File: src/rtl/lrupr_pkg.sv
// Shared types and constants for the LRU page-frame table.
// Used by the configuration block, the frame cells and the top level.
package lrupr_pkg;

  localparam int NumFrames = 8;
  localparam int PageW     = 16;
  localparam int SlotW     = (NumFrames > 1) ? $clog2(NumFrames) : 1;
  localparam int CntW      = $clog2(NumFrames + 1);
  localparam int CfgW      = 4;

  typedef logic [PageW-1:0] page_t;
  typedef logic [SlotW-1:0] slot_t;
  typedef logic [SlotW-1:0] rank_t;
  typedef logic [CntW-1:0]  cnt_t;
  typedef logic [CfgW-1:0]  cfg_t;

  // Register index bit (byte address bit 2)
  localparam logic RegFramesInUse = 1'b0;
  localparam cfg_t FramesReset    = cfg_t'(8);

  // Lookup data handed from cell to cell
  typedef struct packed {
    logic  found;
    slot_t slot;
    rank_t rank;
    logic  lru;
    slot_t vslot;
    page_t vpage;
  } link_t;

  // Update command broadcast to every cell
  typedef struct packed {
    logic  en;
    logic  wr_page;
    logic  age_all;
    slot_t slot;
    rank_t limit;
    page_t page;
  } upd_t;

endpackage

File: src/rtl/lrupr_cfg.sv
// APB configuration register for the LRU page-frame table.
// Holds the frame count, clamps it and flags a table clear on write. Uses lrupr_pkg.
module lrupr_cfg (
  input  logic              clk_i,
  input  logic              rst_ni,
  input  logic              psel,
  input  logic              penable,
  input  logic              pwrite,
  input  logic [2:0]        paddr,
  input  logic [31:0]       pwdata,
  output logic [31:0]       prdata,
  output logic              pready,
  output lrupr_pkg::cnt_t   eff_frames_o,
  output logic              clear_o
);

  lrupr_pkg::cfg_t frames_q, frames_d;
  logic            wr_en;

  assign pready = 1'b1;
  assign wr_en  = psel && penable && pwrite && (paddr[2] == lrupr_pkg::RegFramesInUse);

  assign frames_d = wr_en ? lrupr_pkg::cfg_t'(pwdata[lrupr_pkg::CfgW-1:0]) : frames_q;

  always_ff @(posedge clk_i or negedge rst_ni) begin
    if (!rst_ni) begin
      frames_q <= lrupr_pkg::FramesReset;
    end else begin
      frames_q <= frames_d;
    end
  end

  assign clear_o = wr_en;

  always_comb begin
    prdata = 32'd0;
    if (paddr[2] == lrupr_pkg::RegFramesInUse) begin
      prdata = 32'(frames_q);
    end
  end

  // Zero acts as one frame, anything above the table size as the full table
  always_comb begin
    priority if (frames_q == '0) begin
      eff_frames_o = lrupr_pkg::cnt_t'(1);
    end else if (32'(frames_q) > 32'(lrupr_pkg::NumFrames)) begin
      eff_frames_o = lrupr_pkg::cnt_t'(lrupr_pkg::NumFrames);
    end else begin
      eff_frames_o = lrupr_pkg::cnt_t'(frames_q);
    end
  end

endmodule

File: src/rtl/lrupr_cell.sv
// One frame cell: holds a resident page and its recency rank.
// Compares, passes the lookup link on to its neighbor and applies updates. Uses lrupr_pkg.
module lrupr_cell (
  input  logic               clk_i,
  input  logic               rst_ni,
  input  lrupr_pkg::slot_t   cell_idx_i,
  input  lrupr_pkg::cnt_t    occ_i,
  input  lrupr_pkg::rank_t   lru_rank_i,
  input  lrupr_pkg::upd_t    upd_i,
  input  lrupr_pkg::link_t   link_i,
  output lrupr_pkg::link_t   link_o
);

  lrupr_pkg::page_t page_q, page_d;
  lrupr_pkg::rank_t rank_q, rank_d;
  logic             occupied;
  logic             match;
  logic             is_lru;
  logic             sel;

  assign occupied = lrupr_pkg::cnt_t'(cell_idx_i) < occ_i;
  assign match    = occupied && (page_q == upd_i.page);
  assign is_lru   = occupied && (rank_q == lru_rank_i);
  assign sel      = (cell_idx_i == upd_i.slot);

  always_comb begin
    link_o = link_i;
    if (match && !link_i.found) begin
      link_o.found = 1'b1;
      link_o.slot  = cell_idx_i;
      link_o.rank  = rank_q;
    end
    if (is_lru) begin
      link_o.lru   = 1'b1;
      link_o.vslot = cell_idx_i;
      link_o.vpage = page_q;
    end
  end

  always_comb begin
    rank_d = rank_q;
    page_d = page_q;
    if (upd_i.en) begin
      if (sel) begin
        rank_d = '0;
        if (upd_i.wr_page) begin
          page_d = upd_i.page;
        end
      end else if (occupied && (upd_i.age_all || (rank_q < upd_i.limit))) begin
        rank_d = lrupr_pkg::rank_t'(rank_q + 1'b1);
      end
    end
  end

  always_ff @(posedge clk_i or negedge rst_ni) begin
    if (!rst_ni) begin
      rank_q <= '0;
    end else begin
      rank_q <= rank_d;
    end
  end

  always_ff @(posedge clk_i) begin
    page_q <= page_d;
  end

endmodule

File: src/rtl/lru_page_replacement.sv
// LRU page-frame table top level: request register, row of frame cells, result register.
// Depends on lrupr_pkg, lrupr_cfg and lrupr_cell.
//
//   channel   | direction | handshake                    | payload
//   ----------+-----------+------------------------------+-------------------------------
//   request   | in        | start, busy                  | page_number_i
//   result    | out       | result_valid_o (strobe)      | hit_o, frame_slot_o,
//             |           |                              | evicted_valid_o, evicted_page_o,
//             |           |                              | fault_total_o
//   config    | in/out    | psel, penable, pwrite, pready| paddr, pwdata, prdata
//
// In a transaction the accept edge registers the page, the next edge runs the
// lookup through the cell row and applies the update; the result strobe follows that edge.
// busy is high for one cycle after each accept. Reset empties the table and clears the
// fault count; writing frames_in_use empties the table and keeps the count.
// The receiver cannot stall: each result is shown for exactly one cycle.
module lru_page_replacement (
  input  logic        clk_i,
  input  logic        rst_ni,
  input  logic        start,
  output logic        busy,
  input  logic [15:0] page_number_i,
  output logic        result_valid_o,
  output logic        hit_o,
  output logic [2:0]  frame_slot_o,
  output logic        evicted_valid_o,
  output logic [15:0] evicted_page_o,
  output logic [31:0] fault_total_o,
  input  logic        psel,
  input  logic        penable,
  input  logic        pwrite,
  input  logic [2:0]  paddr,
  input  logic [31:0] pwdata,
  output logic [31:0] prdata,
  output logic        pready
);

  lrupr_pkg::cnt_t  eff_frames;
  logic             clear;

  logic             busy_q, busy_d;
  lrupr_pkg::page_t req_q, req_d;
  lrupr_pkg::cnt_t  occ_q, occ_d;
  logic [31:0]      fault_q, fault_d;

  logic             res_valid_q;
  logic             res_hit_q;
  lrupr_pkg::slot_t res_slot_q;
  logic             res_ev_q;
  lrupr_pkg::page_t res_evpage_q;

  lrupr_pkg::link_t link [lrupr_pkg::NumFrames+1];
  lrupr_pkg::link_t last;
  lrupr_pkg::upd_t  upd;
  lrupr_pkg::rank_t lru_rank;
  logic             hit;
  logic             insert;
  logic             evict;
  lrupr_pkg::slot_t slot;

  lrupr_cfg u_cfg (
    .clk_i        (clk_i),
    .rst_ni       (rst_ni),
    .psel         (psel),
    .penable      (penable),
    .pwrite       (pwrite),
    .paddr        (paddr),
    .pwdata       (pwdata),
    .prdata       (prdata),
    .pready       (pready),
    .eff_frames_o (eff_frames),
    .clear_o      (clear)
  );

  assign link[0]  = '0;
  assign lru_rank = lrupr_pkg::rank_t'(occ_q - 1'b1);

  for (genvar g = 0; g < lrupr_pkg::NumFrames; g++) begin : g_cell
    lrupr_cell u_cell (
      .clk_i      (clk_i),
      .rst_ni     (rst_ni),
      .cell_idx_i (lrupr_pkg::slot_t'(g)),
      .occ_i      (occ_q),
      .lru_rank_i (lru_rank),
      .upd_i      (upd),
      .link_i     (link[g]),
      .link_o     (link[g+1])
    );
  end

  assign last   = link[lrupr_pkg::NumFrames];
  assign hit    = last.found;
  assign insert = !hit && (occ_q < eff_frames);
  assign evict  = !hit && !insert;

  always_comb begin
    priority if (hit) begin
      slot = last.slot;
    end else if (insert) begin
      slot = lrupr_pkg::slot_t'(occ_q);
    end else begin
      slot = last.vslot;
    end
  end

  always_comb begin
    upd.en      = busy_q;
    upd.wr_page = !hit;
    upd.age_all = !hit;
    upd.slot    = slot;
    upd.limit   = last.rank;
    upd.page    = req_q;
  end

  always_comb begin
    busy_d  = busy_q;
    req_d   = req_q;
    occ_d   = occ_q;
    fault_d = fault_q;
    if (start && !busy_q) begin
      busy_d = 1'b1;
      req_d  = lrupr_pkg::page_t'(page_number_i);
    end
    if (busy_q) begin
      busy_d = 1'b0;
      if (insert) begin
        occ_d = lrupr_pkg::cnt_t'(occ_q + 1'b1);
      end
      // hold the count at its maximum
      if (!hit && (fault_q != '1)) begin
        fault_d = fault_q + 32'd1;
      end
    end
    if (clear) begin
      occ_d = '0;
    end
  end

  always_ff @(posedge clk_i or negedge rst_ni) begin
    if (!rst_ni) begin
      busy_q      <= 1'b0;
      occ_q       <= '0;
      fault_q     <= '0;
      res_valid_q <= 1'b0;
    end else begin
      busy_q      <= busy_d;
      occ_q       <= occ_d;
      fault_q     <= fault_d;
      res_valid_q <= busy_q;
    end
  end

  always_ff @(posedge clk_i) begin
    req_q <= req_d;
    if (busy_q) begin
      res_hit_q    <= hit;
      res_slot_q   <= slot;
      res_ev_q     <= evict;
      res_evpage_q <= evict ? last.vpage : '0;
    end
  end

  assign busy            = busy_q;
  assign result_valid_o  = res_valid_q;
  assign hit_o           = res_hit_q;
  assign frame_slot_o    = 3'(res_slot_q);
  assign evicted_valid_o = res_ev_q;
  assign evicted_page_o  = 16'(res_evpage_q);
  assign fault_total_o   = fault_q;

endmodule

File: config.mk
export PLATFORM = sky130hd
export DESIGN_NAME = lru_page_replacement
export DESIGN_NICKNAME = d
export VERILOG_FILES = /design/src/rtl/lrupr_pkg.sv /design/src/rtl/lrupr_cfg.sv /design/src/rtl/lrupr_cell.sv /design/src/rtl/lru_page_replacement.sv
export SDC_FILE = /design/constraint.sdc
export NUM_CORES = 1
export LEC_CHECK = 0
export BUFFER_PORTS_ARGS = -buffer_cell sky130_fd_sc_hd__buf_2
export CAP_MARGIN = 40
export CORE_UTILIZATION = 50
export CTS_CLUSTER_SIZE = 30
export DETAILED_ROUTE_END_ITERATION = 8
export HOLD_SLACK_MARGIN = 0.08
export PLACE_DENSITY_LB_ADDON = 0.12
export SYNTH_ARGS = -nofsm -noshare
export SYNTH_HDL_FRONTEND = slang
export SYNTH_SLANG_ARGS = --single-unit
File: constraint.sdc
create_clock -name clk_i -period 10.5 [get_ports clk_i]
set_clock_uncertainty 0.05 [all_clocks]
set_input_delay 0 -clock clk_i [delete_from_list [all_inputs] [get_ports clk_i]]
set_output_delay 0 -clock clk_i [all_outputs]
set_load 0.02 [all_outputs]
; ---- Yosys cells after proc, flatten, opt, wreduce, memory -nomap -nowiden
; Cells that the tools add are included.
[classes]
n_addsub = 11
order_cmp = 18
n_eq_ne = 24
muxes = 42
bitwise_logic = 2
reduce_logical = 86
[op_table]
columns = cell, count
row1 = $mux 19, 7
row2 = $eq 16x16->1, 8
row3 = $mux 7, 8
row4 = $mux 3, 18
row5 = $logic_and 1x1->1, 38
row6 = $add 32x1->32 const B, 1
row7 = $ne 32x32->1 const B, 1
row8 = $add 3x1->3 const B, 8
row9 = $eq 3x3->1, 8
row10 = $lt 3x3->1, 8
row11 = $mux 4, 6
row12 = $reduce_and 3->1, 8
row13 = $reduce_and 2->1, 10
row14 = $reduce_bool 2->1, 10
row15 = $lt 3x4->1 const A, 4
row16 = $mux 16, 1
row17 = $eq 3x3->1 const A, 4
row18 = $logic_not 1->1, 10
row19 = $logic_or 1x1->1, 8
row20 = $lt 1x4->1 const A, 2
row21 = $lt 2x4->1 const A, 2
row22 = $eq 2x3->1 const A, 2
row23 = $add 4x1->4 const B, 1
row24 = $gt 4x4->1 const B, 1
row25 = other kinds (7), 9
[totals]
regBits = 231
inputBits = 57
output_inout_bits = 88
elab_cells = 209

; ---- Longest topological paths before layout
[logic_depth]
depth_word = 31
mapped_depth = 17
depth_no_buf = 17

; ---- Hierarchy
; From an unflattened synthesis, not the netlist that was laid out.
[hier_totals]
cells_unflattened = 1149
hier_area_um2 = 15003.1
[by_module_without_submodules]
columns = mod, instances, cells_per_inst, area_per_inst_um2, seq_area_each_um2
row1 = lrupr_cell, 8, 106, 1406.3, 555.5
row2 = lru_page_replacement, 1, 251, 3288.2, 2062.0
row3 = lrupr_cfg, 1, 50, 464.2, 101.3

; ---- Least setup slack after synthesis
; Ideal clock, no wire load.
[synth_timing]
path_type = reg-to-reg
startpoint = register occ_q[0]
endpoint = register g_cell[1].u_cell.page_q[0] (enable)
setup_time_ns = 0.430
t_arrival_ns = 4.533
required_time_ns = 10.020
setup_slack_ns = 5.487
path_stages_with_launch = 14
path_buffers = 2
period_less_slack_ns = 5.013
cell_sequence = dfrtp_1 > buf_2 > inv_1 > ha_1 > clkbuf_1 > xor3_1 > nor4_2 > a21o_1 > a21oi_1 > o211a_1 > nand4bb_1 > nand3_1 > nand2_1 > nor4_1
[synth_lines]
columns = element, line_no
row1 = start: declaration, lru_page_replacement.sv:43  ; lrupr_pkg::cnt_t occ_q, occ_d;
row2 = start signal: assignment, lru_page_replacement.sv:142  ; occ_q <= '0;
row3 = start signal: assignment, lru_page_replacement.sv:147  ; occ_q <= occ_d;
row4 = end signal: assignment, lrupr_cell.sv:64  ; page_q <= page_d;
row5 = end: declaration, lrupr_cell.sv:14  ; lrupr_pkg::page_t page_q, page_d;

; ---- Final worst setup path
[layout_timing]
startpoint = register occ_q[0]
endpoint = register g_cell[7].u_cell.rank_q[0]
[layout_between]
elab_chain_cells = 31
elab_cells_between_ends = 72
cone_classes = add/sub: 1 / order compare: 10 / eq/ne: 8 / mux: 18 / reduce/logical: 35
[layout_lines]
columns = element, line_no
row1 = $lt 1x4->1, lrupr_cell.sv:21  ; assign occupied = lrupr_pkg::cnt_t'(cell_idx_i) < occ_i;
row2 = $logic_and 1x1->1, lrupr_cell.sv:22  ; assign match = occupied && (page_q == upd_i.page);
row3 = $mux 7, lrupr_cell.sv:28  ; if (match && !link_i.found) begin
row4 = $logic_not 1->1, lrupr_cell.sv:28
row5 = $logic_and 1x1->1, lrupr_cell.sv:28
row6 = $mux 7, lrupr_cell.sv:28
row7 = $logic_not 1->1, lrupr_cell.sv:28
row8 = $logic_and 1x1->1, lrupr_cell.sv:28
row9 = (+15 left out), --
row10 = $mux 7, lrupr_cell.sv:28
row11 = $logic_not 1->1, "lru_page_replacement.sv:93, lru_page_replacement.sv:109"
row12 = $logic_and 1x1->1, lru_page_replacement.sv:93  ; assign insert = !hit && (occ_q < eff_frames);
row13 = $mux 3, lru_page_replacement.sv:99  ; end else if (insert) begin
row14 = $mux 3, lru_page_replacement.sv:97  ; priority if (hit) begin
row15 = $eq 3x3->1, lrupr_cell.sv:24  ; assign sel = (cell_idx_i == upd_i.slot);
row16 = $reduce_bool 2->1 (no source line), --
row17 = $reduce_and 2->1 (no source line), --
row18 = end signal: assignment, lrupr_cell.sv:59  ; rank_q <= rank_d;
row19 = end: declaration, lrupr_cell.sv:15  ; lrupr_pkg::rank_t rank_q, rank_d;
; Several ways; a longest one is shown, not always the timed one.
; A chain may end at the register's enable or synchronous reset.

==> summary.md <==
| Metric | Value |
|---|---|
| Top cells by area, synth | edfxtp_1, dfrtp_1, xor2_1, xnor2_1, a21oi_1 |
| Clk Latency, worst-skew pair | 0.54 ns |
| Vias in the first global route | 9019 |
| Tot GR Track Use | 24.90% |
| Area grow syn2layout | 14.39% |
| Sequential fraction of the synthesis area | 50.88% |
| CP max FO | 12 |
| #FFs+latches synth | approximately 230 |
| Synth area leader | edfxtp_1 |
| Vias | between 9000 and 10000 |
| Port Buffers | between 80 and 90 |
| Final ANT Viol Nets | 0 |
| Cell area after synthesis | 12990 um2 |
| Fraction of layout instances using a drive strength above 1 | 14.44% |
| Final min period | 4.952 ns |
| Drc violations | 0 |
| Largest net degree at the start of global routing | 60 |
| Chip height | 163.2 um |
| Core Box Area | 25330 um2 |
| Number of vias per cell | slightly below 6 |
| Clock transition at path regs | 0.06 ns |
| H-tree levels | 1 |
| Clock buffer depth | 3 |
| Hold Slack | 0.1198 ns |
| Setup ws final | ~5.5 ns |
| Slew headroom | 35.04% |
| Die Area | 26620 um2 |
| Cell Area, Placed | roughly 14000 um2 |
| Dpl ws | 5.630 ns |
| Placer Congestion | ~0.87 |
| Root Buffer Master | clkbuf_16 |
| Design Area, Final | 14860 um2 |
| Io pins | 145 |
| Max-Cap Viols | 0 |
| Detailed Routing Iterations Pass 1 | 6 |
| Clock share of power | about 22% |
| Fmax | 0.2019 GHz |
| # setup viols final | 0 |
| Worst setup SP type | flop |
| Multi-input gate area | 5899 um2 |
| Post-Syn Instances | 1193 |
| Worst EP required | 10.87 ns |
| WS Path Type | flop to flop |
| Worst slew pin tran | 0.9743 ns |
| Pwr Density | 276.5 nW/um2 |
| Peak VDD IR | 0.0001491 V |
| Synth top cells by count | edfxtp_1, xor2_1, nor2_1, a21oi_1, nand2_1 |
| Synth Warn # | 0 |
| # resized after CTS | 0 |
| Routed WL | 32.80 mm |
| CP arrival | 5.32 ns |
| Antenna fix cells | 0 |
| Final Max Tran Viols | 0 |
| DRT iter0 DRCs | 782 |
| Psw | 1.672 mW |
| Share of the synthesized area in the top cell type | 38.15% |
| Clock sink count | 231 |
| Internal power | 2.436 mW |
| Dpl hpwl | 23.24 mm |
| Overflow after GRT | 0 |
| Starting Density | 51.27% |
| Synth unique cells | 89 |
| Sequential Power Share | 34.5% |
| Status | finished, final reports clean |
| Fin crit share | 47.17% |
| FFs w/ async S/R, synth | 28.57% |
| Fillers | 2136 |
| Initial antenna violation count | 0 |
| Sequential cell area | roughly 6600 um2 |
| First-pass GRT wire length | 51.06 mm |
| Nets@finish | around 1400 |
| # rows | 58 |
| LEAKAGE | between 5 and 6 nW |
| Setup TNS | 0 ns |
| RSZ-0062 raised after global routing | no |
| Final hold vios | 0 |
| Die width | 163.2 um |
| Min-delay worst type | primary input to flop |
| Routed length per instance | 19.84 um |
| Most common cell in the netlist | edfxtp_1 |
| CP endpoint kind | flop |
| CTS buffer count | 25 |
| Main synth FF type | edfxtp_1 |
| Post-layout util | 58.66% |
| Post-synth EDFFs | 165 |
| Synthesized area per cell | 10.89 um2 |
| Sw frac | 40.70% |
| Combinational share of power | 43.6% |
| CTS tree | yes |
==> metrics by stage <==
stage          std cells  power [mW]
3_5_place_dp        1574       3.206
2_1_floorplan       1220       2.650
6_report            1653       4.108
3_3_place_gp        1571       3.179
4_1_cts             1653       4.128
5_1_grt             1653       4.354
==> critical path: stages, from the launching register on <==
cell and delay (ns):
dfrtp_1 0.78, ha_1 0.31, a21oi_1 0.08, buf_4 0.22, nor4_1 0.30, nand3b_1 0.15, nor4_2 0.67, a21oi_1 0.09
nor2_1 0.12, o21ai_0 0.11, o21ai_0 0.11, nand2_1 0.08, a32o_1 0.41, ha_1 0.30, or4b_4 0.56, a31o_1 0.25
mux2_4 0.26
==> worst paths after layout <==
path / cells after the start / slack, ns / startpoint / end
worst min-delay path: 2 / 0.12 / page_number_i[5] / req_q[5]$_DFFE_PP_
worst min register to register: 1 / 0.45 / fault_total_o[6]$_DFFE_PN0P_ / fault_total_o[6]$_DFFE_PN0P_
max in group asynchronous: 5 / 9.43 / rst_ni / u_cfg.frames_q[3]$_DFFE_PN1P_
worst max register to register: 16 / 5.55 / occ_q[0]$_DFFE_PN0P_ / g_cell[7].u_cell.rank_q[0]$_DFFE_PN0P_
min in group asynchronous: 4 / 0.42 / rst_ni / g_cell[0].u_cell.rank_q[0]$_DFFE_PN0P_
worst max-delay path: 16 / 5.55 / occ_q[0]$_DFFE_PN0P_ / g_cell[7].u_cell.rank_q[0]$_DFFE_PN0P_
==> cell type report <==
type                       instances  area share [%]
clock buffer                      30           4.472
clock inverter                    16           1.179
tap                              330           2.779
multi-input combinational        868           39.71
timing repair buffer             142           6.468
inverter                          36          0.9096
sequential                       231           44.48
==> flip-flops by register name, indices dropped and copies added, names as in the netlist <==
name	count
evicted_valid_o	1
busy	1
fault_total_o	32
g_cell.u_cell.page_q	128
g_cell.u_cell.rank_q	24
frame_slot_o	3
hit_o	1
u_cfg.frames_q	4
occ_q	4
evicted_page_o	16
result_valid_o	1
req_q	16
==> power by group through the flow <==
stage / sequential [mW] / clock [mW] / combinational [mW]
floorplan: 1.42 / 0 / 1.23
global placement: 1.43 / 0 / 1.75
detailed placement: 1.44 / 0 / 1.77
CTS: 1.42 / 0.916 / 1.79
global route: 1.44 / 0.946 / 1.97
finish: 1.42 / 0.900 / 1.79
==> per-layer routing <==
metal,global-route usage (%),wire (um),vias up
met5,0,0,-
met4,6.500,773,0
met3,2.539,1761,55
met2,39.19,15170,336
met1,36.63,15100,4606
li1,-,-,4553
==> cells by family (layout without fill, tap and decap cells) <==
group	after synthesis	after routing	share of synthesized area [%]
other	2	29	0.05783
multiplexers	11	11	0.9153
adder cells (fa/ha/maj)	23	23	2.216
AO/OA/AOI/OAI	244	244	13.05
buffers and inverters	121	224	4.827
XOR/XNOR	186	186	13.05
AND/OR/NAND/NOR	375	375	15.01
flip-flops	231	231	50.88
==> placed cells by master (no fill, tap or decap), types with 4 or more instances in the layout <==
cell / instances
inv_1: 34
mux2i_1: 7
a21o_1: 10
a22oi_1: 16
o21ai_1: 4
and2_1: 7
o21ai_0: 29
nor3b_1: 6
a21oi_2: 4
a211oi_1: 33
edfxtp_1: 165
nand4b_1: 6
or3_1: 9
clkinv_1: 5
nand2_1: 82
nand3_1: 36
xor2_1: 109
ha_1: 23
conb_1: 29
o211ai_1: 4
a221oi_2: 6
nor2b_1: 9
nand4_1: 25
nor2_1: 102
or4_1: 5
clkbuf_16: 25
nor3_1: 17
dfrtp_1: 65
buf_4: 21
dlygate4sd3_1: 33
a21oi_1: 88
nor4_2: 5
xnor2_1: 72
nor4_1: 29
buf_2: 86
and3_1: 10
==> what timing repair did <==
action,4_1_cts,5_1_grt
hold endpoints to repair,107,0
setup buffers,0,0
hold buffers,33,0
(Power assumes the default switching activity.)
